**config.mk**
```make
export PLATFORM = sky130hd
export DESIGN_NAME = depth_frame_nearest_point_stats_unit
export DESIGN_NICKNAME = d
export VERILOG_FILES = /design/src/design/dfnps_pkg.sv /design/src/design/dfnps_div.sv /design/src/design/dfnps_accum.sv /design/src/design/depth_frame_nearest_point_stats_unit.sv
export SDC_FILE = /design/constraint.sdc
export NUM_CORES = 1
export LEC_CHECK = 0
export BUFFER_PORTS_ARGS = -buffer_cell sky130_fd_sc_hd__buf_2
export CORE_MARGIN = 2
export CORE_UTILIZATION = 60
export CTS_BUF_LIST = sky130_fd_sc_hd__clkbuf_2 sky130_fd_sc_hd__clkbuf_4 sky130_fd_sc_hd__clkbuf_8
export CTS_CLUSTER_SIZE = 20
export DETAILED_ROUTE_END_ITERATION = 8
export PLACE_DENSITY_LB_ADDON = 0.15
export SETUP_SLACK_MARGIN = 0.4
export SLEW_MARGIN = 20
export SYNTH_ARGS = -nofsm -noshare
export SYNTH_HDL_FRONTEND = slang
export SYNTH_SLANG_ARGS = --single-unit
export TNS_END_PERCENT = 5
```
**constraint.sdc**
```tcl
create_clock -name clk -period 13.1 [get_ports clk]
set_clock_uncertainty 0.15 [all_clocks]
set_input_delay 0.655 -clock clk [delete_from_list [all_inputs] [get_ports clk]]
set_output_delay 0.655 -clock clk [all_outputs]
set_load 0.01 [all_outputs]
```
**src/design/dfnps_pkg.sv**
```systemverilog
// Shared types and constants of the depth frame nearest point statistics unit.
package dfnps_pkg;

    // Configuration register indexes
    localparam logic [1:0] CFG_BOX_HALF_WIDTH   = 2'd0;
    localparam logic [1:0] CFG_DEPTH_WINDOW     = 2'd1;
    localparam logic [1:0] CFG_OBJECT_THRESHOLD = 2'd2;

    localparam int CFG_INDEX_W = 2;
    localparam int CFG_DATA_W  = 17;

    // Reset values of the configuration registers
    localparam logic [9:0]  HALF_WIDTH_RESET = 10'd100;
    localparam logic [10:0] WINDOW_RESET     = 11'd200;
    localparam logic [16:0] THRESHOLD_RESET  = 17'd300;

    // Best depth before any point of a frame: above every 16-bit depth
    localparam logic [16:0] Z_ABOVE_ANY = 17'h10000;

    // Reported counts saturate here
    localparam logic [16:0] COUNT_MAX = 17'h1FFFF;

    // Quotient bits produced by the shared divider
    localparam int QUOT_W = 16;

    // Frame-end sequencer
    typedef enum logic [2:0] {
        ST_IDLE,
        ST_START,
        ST_WAIT_DEPTH,
        ST_WAIT_CONF,
        ST_EMIT
    } seq_state_t;

endpackage

```
**src/design/dfnps_div.sv**
```systemverilog
// Shared radix-2 restoring divider, one quotient bit per cycle.
module dfnps_div #(
    parameter int CNT_W = 17
) (
    input  logic                              clk,
    input  logic                              rst_n,
    input  logic                              start,
    input  logic [CNT_W+dfnps_pkg::QUOT_W-1:0] dividend,
    input  logic [CNT_W-1:0]                  divisor,
    output logic                              done,
    output logic [dfnps_pkg::QUOT_W-1:0]      quotient
);
    import dfnps_pkg::*;

    localparam int STEP_W = $clog2(QUOT_W);

    logic                busy_reg, busy_next;
    logic                done_reg, done_next;
    logic [STEP_W-1:0]   step_reg, step_next;
    logic [CNT_W-1:0]    rem_reg, rem_next;
    logic [QUOT_W-1:0]   lo_reg, lo_next;

    logic [CNT_W:0]      trial;
    logic [CNT_W:0]      diff;
    logic                ge;

    // Upper dividend part is below the divisor since the quotient fits QUOT_W bits
    assign trial = {rem_reg, lo_reg[QUOT_W-1]};
    assign ge    = trial >= {1'b0, divisor};
    assign diff  = trial - {1'b0, divisor};

    always_comb
    begin
        busy_next = busy_reg;
        done_next = 1'b0;
        step_next = step_reg;
        rem_next  = rem_reg;
        lo_next   = lo_reg;
        if (start)
        begin
            busy_next = 1'b1;
            step_next = '0;
            rem_next  = dividend[CNT_W+QUOT_W-1:QUOT_W];
            lo_next   = dividend[QUOT_W-1:0];
        end
        else if (busy_reg)
        begin
            rem_next  = ge ? diff[CNT_W-1:0] : trial[CNT_W-1:0];
            lo_next   = {lo_reg[QUOT_W-2:0], ge};
            step_next = step_reg + 1'b1;
            if (step_reg == STEP_W'(QUOT_W - 1))
            begin
                busy_next = 1'b0;
                done_next = 1'b1;
            end
        end
    end

    always_ff @(posedge clk or negedge rst_n)
    begin
        if (!rst_n)
        begin
            busy_reg <= 1'b0;
            done_reg <= 1'b0;
            step_reg <= '0;
        end
        else
        begin
            busy_reg <= busy_next;
            done_reg <= done_next;
            step_reg <= step_next;
        end
    end

    always_ff @(posedge clk)
    begin
        rem_reg <= rem_next;
        lo_reg  <= lo_next;
    end

    assign done     = done_reg;
    assign quotient = lo_reg;

endmodule

```
**src/design/dfnps_accum.sv**
```systemverilog
// Per-frame accumulator: sums, nearest point, box test and reference point.
module dfnps_accum #(
    parameter int MAX_FRAME_POINTS = 65536,
    parameter int CNT_W            = 17
) (
    input  logic               clk,
    input  logic               rst_n,
    input  logic               take,
    input  logic               clear,
    input  logic signed [15:0] point_x,
    input  logic signed [15:0] point_y,
    input  logic [15:0]        point_z,
    input  logic [7:0]         point_confidence,
    input  logic [9:0]         box_half_width,
    input  logic [10:0]        depth_window,
    output logic signed [15:0] best_x,
    output logic signed [15:0] best_y,
    output logic [15:0]        best_z,
    output logic [CNT_W+15:0]  depth_sum,
    output logic [CNT_W+7:0]   confidence_sum,
    output logic [CNT_W-1:0]   points_seen,
    output logic [CNT_W-1:0]   inside_count
);
    import dfnps_pkg::*;

    logic signed [15:0] prev_x_reg, prev_x_next;
    logic signed [15:0] prev_y_reg, prev_y_next;
    logic [15:0]        prev_z_reg, prev_z_next;
    logic signed [15:0] best_x_reg, best_x_next;
    logic signed [15:0] best_y_reg, best_y_next;
    logic [16:0]        best_z_reg, best_z_next;
    logic [CNT_W+15:0]  dsum_reg, dsum_next;
    logic [CNT_W+7:0]   csum_reg, csum_next;
    logic [CNT_W-1:0]   seen_reg, seen_next;
    logic [CNT_W-1:0]   inside_reg, inside_next;

    logic               room;
    logic signed [17:0] x_lo, x_hi, y_lo, y_hi, xs, ys;
    logic [16:0]        z_hi;
    logic               in_box;

    assign room = seen_reg < CNT_W'(MAX_FRAME_POINTS);

    // Box bounds, exclusive on both sides
    assign xs   = 18'(point_x);
    assign ys   = 18'(point_y);
    assign x_lo = 18'(prev_x_reg) - $signed({8'd0, box_half_width});
    assign x_hi = 18'(prev_x_reg) + $signed({8'd0, box_half_width});
    assign y_lo = 18'(prev_y_reg) - $signed({8'd0, box_half_width});
    assign y_hi = 18'(prev_y_reg) + $signed({8'd0, box_half_width});
    assign z_hi = {1'b0, prev_z_reg} + {6'd0, depth_window};

    assign in_box = (xs > x_lo) && (xs < x_hi) && (ys > y_lo) && (ys < y_hi) &&
                    (point_z > prev_z_reg) && ({1'b0, point_z} < z_hi);

    always_comb
    begin
        prev_x_next = prev_x_reg;
        prev_y_next = prev_y_reg;
        prev_z_next = prev_z_reg;
        best_x_next = best_x_reg;
        best_y_next = best_y_reg;
        best_z_next = best_z_reg;
        dsum_next   = dsum_reg;
        csum_next   = csum_reg;
        seen_next   = seen_reg;
        inside_next = inside_reg;
        if (clear)
        begin
            // Nearest point of the closed frame becomes the next reference
            prev_x_next = best_x_reg;
            prev_y_next = best_y_reg;
            prev_z_next = best_z_reg[15:0];
            best_x_next = '0;
            best_y_next = '0;
            best_z_next = Z_ABOVE_ANY;
            dsum_next   = '0;
            csum_next   = '0;
            seen_next   = '0;
            inside_next = '0;
        end
        else if (take && room)
        begin
            if (in_box)
                inside_next = inside_reg + 1'b1;
            dsum_next = dsum_reg + (CNT_W+16)'(point_z);
            csum_next = csum_reg + (CNT_W+8)'(point_confidence);
            if ({1'b0, point_z} < best_z_reg)
            begin
                best_x_next = point_x;
                best_y_next = point_y;
                best_z_next = {1'b0, point_z};
            end
            seen_next = seen_reg + 1'b1;
        end
    end

    always_ff @(posedge clk or negedge rst_n)
    begin
        if (!rst_n)
        begin
            prev_x_reg <= '0;
            prev_y_reg <= '0;
            prev_z_reg <= '0;
            best_x_reg <= '0;
            best_y_reg <= '0;
            best_z_reg <= Z_ABOVE_ANY;
            dsum_reg   <= '0;
            csum_reg   <= '0;
            seen_reg   <= '0;
            inside_reg <= '0;
        end
        else
        begin
            prev_x_reg <= prev_x_next;
            prev_y_reg <= prev_y_next;
            prev_z_reg <= prev_z_next;
            best_x_reg <= best_x_next;
            best_y_reg <= best_y_next;
            best_z_reg <= best_z_next;
            dsum_reg   <= dsum_next;
            csum_reg   <= csum_next;
            seen_reg   <= seen_next;
            inside_reg <= inside_next;
        end
    end

    assign best_x         = best_x_reg;
    assign best_y         = best_y_reg;
    assign best_z         = best_z_reg[15:0];
    assign depth_sum      = dsum_reg;
    assign confidence_sum = csum_reg;
    assign points_seen    = seen_reg;
    assign inside_count   = inside_reg;

endmodule

```
**src/design/depth_frame_nearest_point_stats_unit.sv**
```systemverilog
// Top level of the depth frame nearest point statistics unit.
// Takes one depth point per request on the slave stream, tlast on the last point of a
// frame. After the frame's last point s_tready stays low through a start state, two
// passes of the shared one-bit-per-cycle divider (16 quotient steps, then a done strobe;
// mean depth, then mean confidence), then the load of the output register, which waits
// while the previous result is still held there. The result request carries the frame's
// nearest point (first on ties), both means, the count of points inside the box around
// the previous frame's nearest point, the object flag and the point count. The first
// frame's box sits around (0, 0, 0). Points past MAX_FRAME_POINTS in one frame are
// ignored, though their tlast still closes the frame. Counts saturate at 131071.
// Configuration is written through cfg_we / cfg_index / cfg_data; the user must write it
// only while the unit is idle, the block itself does not enforce this.
module depth_frame_nearest_point_stats_unit #(
    parameter int MAX_FRAME_POINTS = 65536
) (
    input  logic                                clk,
    input  logic                                rst_n,
    // Configuration write port
    input  logic                                cfg_we,
    input  logic [dfnps_pkg::CFG_INDEX_W-1:0]   cfg_index,
    input  logic [dfnps_pkg::CFG_DATA_W-1:0]    cfg_data,
    // Point stream
    input  logic                                s_tvalid,
    output logic                                s_tready,
    // s_tdata, low bit up: point_x[15:0], point_y[15:0], point_z[15:0],
    // point_confidence[7:0]
    input  logic [55:0]                         s_tdata,
    input  logic                                s_tlast,     // frame_end
    // Result stream
    output logic                                m_tvalid,
    input  logic                                m_tready,
    // m_tdata, low bit up: nearest_x[15:0], nearest_y[15:0], nearest_z[15:0],
    // mean_depth[15:0], mean_confidence[7:0], box_count[16:0], object_seen,
    // frame_points[16:0], 5 zero bits
    output logic [111:0]                        m_tdata
);
    import dfnps_pkg::*;

    localparam int CNT_W = $clog2(MAX_FRAME_POINTS + 1);
    localparam int WIDE_W = (CNT_W > 17) ? CNT_W : 17;
    localparam int DIV_W = CNT_W + QUOT_W;

    // ---- configuration registers ----
    logic [9:0]  box_half_width_reg;
    logic [10:0] depth_window_reg;
    logic [16:0] object_threshold_reg;

    always_ff @(posedge clk or negedge rst_n)
    begin
        if (!rst_n)
        begin
            box_half_width_reg   <= HALF_WIDTH_RESET;
            depth_window_reg     <= WINDOW_RESET;
            object_threshold_reg <= THRESHOLD_RESET;
        end
        else if (cfg_we)
        begin
            case (cfg_index)
                CFG_BOX_HALF_WIDTH:   box_half_width_reg   <= cfg_data[9:0];
                CFG_DEPTH_WINDOW:     depth_window_reg     <= cfg_data[10:0];
                CFG_OBJECT_THRESHOLD: object_threshold_reg <= cfg_data[16:0];
                default: ;
            endcase
        end
    end

    // ---- sequencer control ----
    seq_state_t state_reg, state_next;

    logic s_accept;
    logic acc_clear;
    logic div_start;
    logic div_sel_conf;
    logic out_load;
    logic div_done;
    logic [QUOT_W-1:0] div_quot;

    assign s_accept = s_tvalid && s_tready;

    // ---- frame accumulator ----
    logic signed [15:0] best_x, best_y;
    logic [15:0]        best_z;
    logic [CNT_W+15:0]  depth_sum;
    logic [CNT_W+7:0]   confidence_sum;
    logic [CNT_W-1:0]   points_seen;
    logic [CNT_W-1:0]   inside_count;

    dfnps_accum #(
        .MAX_FRAME_POINTS (MAX_FRAME_POINTS),
        .CNT_W            (CNT_W)
    ) u_accum (
        .clk              (clk),
        .rst_n            (rst_n),
        .take             (s_accept),
        .clear            (acc_clear),
        .point_x          ($signed(s_tdata[15:0])),
        .point_y          ($signed(s_tdata[31:16])),
        .point_z          (s_tdata[47:32]),
        .point_confidence (s_tdata[55:48]),
        .box_half_width   (box_half_width_reg),
        .depth_window     (depth_window_reg),
        .best_x           (best_x),
        .best_y           (best_y),
        .best_z           (best_z),
        .depth_sum        (depth_sum),
        .confidence_sum   (confidence_sum),
        .points_seen      (points_seen),
        .inside_count     (inside_count)
    );

    // ---- shared divider ----
    // Confidence is scaled by 256 so both means come out of the same 16 steps;
    // the mean confidence is the upper quotient byte.
    logic [DIV_W-1:0] div_dividend;

    assign div_dividend = div_sel_conf ? {confidence_sum, 8'd0} : depth_sum;

    dfnps_div #(
        .CNT_W    (CNT_W)
    ) u_div (
        .clk      (clk),
        .rst_n    (rst_n),
        .start    (div_start),
        .dividend (div_dividend),
        .divisor  (points_seen),     // never zero at a frame end
        .done     (div_done),
        .quotient (div_quot)
    );

    // ---- next state ----
    always_comb
    begin
        state_next = state_reg;
        case (state_reg)
            ST_IDLE:
                if (s_accept && s_tlast)
                    state_next = ST_START;
            ST_START:
                state_next = ST_WAIT_DEPTH;
            ST_WAIT_DEPTH:
                if (div_done)
                    state_next = ST_WAIT_CONF;
            ST_WAIT_CONF:
                if (div_done)
                    state_next = ST_EMIT;
            ST_EMIT:
                if (out_load)
                    state_next = ST_IDLE;
            default:
                state_next = ST_IDLE;
        endcase
    end

    always_ff @(posedge clk or negedge rst_n)
    begin
        if (!rst_n)
            state_reg <= ST_IDLE;
        else
            state_reg <= state_next;
    end

    // ---- sequencer outputs ----
    logic m_tvalid_reg, m_tvalid_next;

    always_comb
    begin
        s_tready     = 1'b0;
        div_start    = 1'b0;
        div_sel_conf = 1'b0;
        out_load     = 1'b0;
        case (state_reg)
            ST_IDLE:
                s_tready = 1'b1;
            ST_START:
                div_start = 1'b1;
            ST_WAIT_DEPTH:
            begin
                // conf pass starts as the depth pass finishes
                div_sel_conf = 1'b1;
                div_start    = div_done;
            end
            ST_WAIT_CONF: ;
            ST_EMIT:
                out_load = !m_tvalid_reg || m_tready;
            default: ;
        endcase
    end

    // Frame state is cleared when its result enters the output register
    assign acc_clear = out_load;

    // ---- result assembly ----
    logic [WIDE_W-1:0] inside_wide, seen_wide, thr_wide;
    logic [16:0]       box_count_sat, frame_points_sat;

    assign inside_wide = WIDE_W'(inside_count);
    assign seen_wide   = WIDE_W'(points_seen);
    assign thr_wide    = WIDE_W'(object_threshold_reg);

    assign box_count_sat    = (inside_wide > WIDE_W'(COUNT_MAX)) ? COUNT_MAX
                                                                 : inside_wide[16:0];
    assign frame_points_sat = (seen_wide > WIDE_W'(COUNT_MAX)) ? COUNT_MAX
                                                               : seen_wide[16:0];

    logic [15:0]        mean_depth_hold_reg;
    logic signed [15:0] nearest_x_reg, nearest_y_reg;
    logic [15:0]        nearest_z_reg, mean_depth_reg;
    logic [7:0]         mean_confidence_reg;
    logic [16:0]        box_count_reg, frame_points_reg;
    logic               object_seen_reg;

    always_ff @(posedge clk)
    begin
        if (state_reg == ST_WAIT_DEPTH && div_done)
            mean_depth_hold_reg <= div_quot;
        if (out_load)
        begin
            nearest_x_reg       <= best_x;
            nearest_y_reg       <= best_y;
            nearest_z_reg       <= best_z;
            mean_depth_reg      <= mean_depth_hold_reg;
            mean_confidence_reg <= div_quot[QUOT_W-1:QUOT_W-8];
            box_count_reg       <= box_count_sat;
            object_seen_reg     <= inside_wide > thr_wide;
            frame_points_reg    <= frame_points_sat;
        end
    end

    always_comb
    begin
        m_tvalid_next = m_tvalid_reg;
        if (out_load)
            m_tvalid_next = 1'b1;
        else if (m_tready)
            m_tvalid_next = 1'b0;
    end

    always_ff @(posedge clk or negedge rst_n)
    begin
        if (!rst_n)
            m_tvalid_reg <= 1'b0;
        else
            m_tvalid_reg <= m_tvalid_next;
    end

    assign m_tvalid = m_tvalid_reg;
    assign m_tdata  = {5'd0, frame_points_reg, object_seen_reg, box_count_reg,
                       mean_confidence_reg, mean_depth_reg, nearest_z_reg,
                       nearest_y_reg, nearest_x_reg};

    // ---- assertions ----
    a_done_in_wait: assert property (@(posedge clk) disable iff (!rst_n)
        div_done |-> (state_reg == ST_WAIT_DEPTH || state_reg == ST_WAIT_CONF))
        else $error("divider finished outside a wait state");

    a_frame_end_blocks: assert property (@(posedge clk) disable iff (!rst_n)
        (s_accept && s_tlast) |=> !s_tready)
        else $error("point accepted right after a frame end");

    a_points_nonzero: assert property (@(posedge clk) disable iff (!rst_n)
        m_tvalid |-> frame_points_reg != 17'd0)
        else $error("result with empty frame");

    a_mean_above_min: assert property (@(posedge clk) disable iff (!rst_n)
        m_tvalid |-> mean_depth_reg >= nearest_z_reg)
        else $error("mean depth below nearest depth");

endmodule

```
==> results.py <==
metrics = {
    "setup_path": {
        "crit_fanout": 31,
        "required_ns": 13.50,
        "worst-setup-path-type": "reg -> reg",
        "cpMaxStageDelayCell": "and2_1",
        "crit_path_end_kind": "flop",
        "slowest_delay_ns": 0.45,
        "arrival_ns": 5.98,
        "cp-start-kind": "flop",
        "crit_path_cell_trace": "inv_1 -> ha_1 -> nand2b_1 -> a21oi_1 -> o21bai_1 -> a211o_1 -> a2111o_1 -> a31oi_1 -> o211ai_1 -> xor2_1 -> ha_1 -> and4_1 -> o21ai_0 -> a2111oi_0 -> a211o_1 -> a22oi_1 -> o2111ai_2 -> buf_4 -> and2_1 -> a21o_1",
    },
    "drt": {
        "vias": 17300,
        "route.detailed.drc": 0,
        "dr.pass1.iters": 5,
        "totalWireLength_mm": 55.0,
        "vias_per_cell": 5.71,
        "ant_nets": 0,
        "wl_per_cell_um": 18.1,
        "initialDrtViolationCount": 1224,
    },
    "clocking": {
        "cts_tree": "done",
        "clock-sinks": 393,
        "cts_buffer_depth": 3,
        "clock_latency_ns": 0.64,
        "ctsResizeCount": 0,
        "post-cts-setup-buffers": 0,
        "cts-root-buf": "clkbuf_8",
        "htree_levels": 3,
        "clkTransAtPathRegs_ns": 0.06,
        "cts_buffers": 68,
    },
    "yosys": {
        "synth_compound_area_frac": 0.127,
        "yosysUniqueCellTypes": 72,
        "synth.yosys.seq_area_share": 0.459,
        "synth.most_common_cell": "nand2_1",
        "ys_ff_latch": 393,
        "yosysTopAreaCellShare": 0.244,
        "synth-async-reset-ratio": 0.603,
        "synth_area_leaders": "dfrtp_1 24%, edfxtp_1 20%, ha_1 12%",
        "synth_top_family_by_area": "simple AND/OR/NAND/NOR gates",
        "synth.cell_area_um2": 23100,
        "synth_common_cells": "268 x nand2_1, 226 x dfrtp_1, 226 x ha_1",
        "yosys.area_share.simple": 0.138,
        "synth.avg_cell_area_um2": 10.1,
        "synth_xor_area_frac": 0.0477,
        "yosysTopAreaCell": "dfrtp_1",
        "synth_edf_count": 156,
        "synth.area.mux_share": 0.0471,
        "synth_fa_ha_area_frac": 0.129,
        "synthCells": 2300,
        "synth-warning-count": 0,
        "ys.flop_type": "dfrtp_1",
    },
    "floorplanning": {
        "initial_core_util": 0.611,
        "die_y_um": 200,
        "num_io_pins": 195,
        "coreArea_um2": 37800,
        "rows": 71,
        "fp.dieW_um": 200,
        "die_area_um2": 40100,
    },
    "placement": {
        "gp_routability_congestion": 0.900,
        "placed_cell_area_um2": 24400,
        "placed_cells": 2902,
        "io_buffers": 189,
        "dp_hpwl_mm": 40.1,
    },
    "grt": {
        "grt_pass1_vias": 17143,
        "grt_max_degree": 147,
        "grt_pass1_wl_mm": 89.5,
        "grt.overflow.total": 0,
        "grt_usage": 0.276,
        "antenna_found_initial": 3,
    },
    "timing": {
        "finalSetupTns_ns": 0,
        "maxSlewViolCount": 0,
        "rsz0062_at_grt": "false",
        "tightest_slew_ns": 1.07,
        "setup_viol": 0,
        "timing.fmax_mhz": 179,
        "hold_viol_final": 0,
        "period_minus_slack_ns": 5.58,
        "period_share": 0.426,
        "maxSlewHeadroom": 0.288,
    },
    "cells_and_area": {
        "fin_area_um2": 25800,
        "fin_cells": 3030,
        "final_core_util": 0.683,
        "layout.nets": 2777,
        "drive_gt1_frac": 0.154,
        "largest_reg_flops": 33,
        "area_delta_synth_final_pct": 11.7,
    },
    "pwr": {
        "p_clk_frac": 0.267,
        "p_int_mw": 2.86,
        "pwr-share-comb": 0.325,
        "power_leakage_nw": 12.0,
        "power_switching_mw": 1.52,
        "power.density_nw_per_um2": 169,
        "seqPwrFrac": 0.408,
        "swShare": 0.347,
        "peakVddDrop_uv": 98.8,
    },
    "run": {
        "cap_violations": 0,
    },
    "run_status": {
        "status": "finished clean",
    },
    "worst_hold_path": {
        "hp-class": "in -> reg",
    },
}
==> power groups by stage <==
| stage | registers, mW | clock network, mW | logic (mW) |
|---|---|---|---|
| global route | 1.82 | 1.25 | 1.61 |
| floorplan | 1.73 | 0 | 1.11 |
| finish | 1.79 | 1.17 | 1.42 |
| global placement | 1.79 | 0 | 1.34 |
| detailed placement | 1.81 | 0 | 1.40 |
| CTS | 1.79 | 1.19 | 1.42 |
==> cell type report <==
| class | count | area (um2) |
|---|---|---|
| Tap cell | 511 | 639 |
| Sequential cell | 393 | 10600 |
| Multi-Input combinational cell | 1607 | 11400 |
| Antenna cell | 1 | 2.50 |
| Clock buffer | 102 | 1260 |
| Timing Repair Buffer | 201 | 1050 |
| Fill cell | 3001 | 12000 |
| Clock inverter | 24 | 170 |
| Inverter | 191 | 724 |
==> layout by cell type, fill, tap and decap left out, drive strengths merged, types with 12 or more instances in the layout <==
master / n
xor2: 39
xnor2: 87
clkbuf: 102
nor2b: 33
inv: 195
a21o: 46
nor3: 32
o21a: 21
nand3: 74
o21ai: 129
mux2: 31
a21oi: 131
nand2b: 22
dfrtp: 226
clkinv: 17
nor3b: 15
nand2: 268
a211o: 12
nor2: 117
mux2i: 74
or3: 23
edfxtp: 156
buf: 200
a211oi: 22
and3: 23
nand4: 30
ha: 226
==> worst max-delay path, delay by kind of cell (launching register included) <==
kind	cells	cell delay [ns]
AOI/OAI and AO/OA	12	2.73
and+or+nand+nor	3	0.77
buffers and inverters	2	0.63
adders and majority gates	2	0.60
DFF	1	0.43
xor gates and xnor gates	1	0.16
==> through the flow <==
stage | total power [mW] | hold WS, ns | worst slack (ns)
5_1_grt | 4.67 | 0.0896 | 7.05
4_1_cts | 4.39 | 0.0749 | 7.56
6_report | 4.38 | 0.118 | 7.52
3_3_place_gp | 3.13 | 0.251 | 7.74
3_5_place_dp | 3.21 | 0.255 | 7.62
2_1_floorplan | 2.84 | 0.209 | 7.76
==> worst paths after layout <==
check / start / to / slack, ns / depth (start not counted)
setup / recovery: box_half_width_reg[1] / u_accum.inside_count[8] / 7.52 / 20
hold / removal: cfg_data[14] / object_threshold_reg[14] / 0.12 / 2
setup reg to reg: box_half_width_reg[1] / u_accum.inside_count[8] / 7.52 / 20
hold reg to reg: mean_depth_hold_reg[4] / mean_depth_reg[4] / 0.26 / 0
max in group asynchronous: rst_n / u_accum.best_y[6] / 10.80 / 3
min in group asynchronous: rst_n / u_accum.inside_count[11] / 0.49 / 2
==> timing repair <==
item	in CTS	in global routing
hold buffers	1	0
hold endpoints to repair	92	0
endpoints found under the setup margin	0	0
==> metal layers <==
layer	up-vias	track usage	wire length (um)
li1	8427	-	-
met1	8316	0.374	24300
met2	461	0.457	26200
met3	92	0.0469	2930
met4	4	0.0870	1520
met5	-	0	27
==> logic make-up (layout without fill, tap and decap cells) <==
| logic type | Yosys count | in the layout |
|---|---|---|
| other | 1 | 6 |
| adder cells (fa/ha/maj) | 234 | 234 |
| AND/OR/NAND/NOR | 672 | 672 |
| multiplexers | 105 | 105 |
| flip-flops | 393 | 393 |
| buffers and inverters | 304 | 518 |
| XOR/XNOR | 126 | 126 |
| AO/OA/AOI/OAI | 465 | 465 |
(Power assumes the default switching activity.)
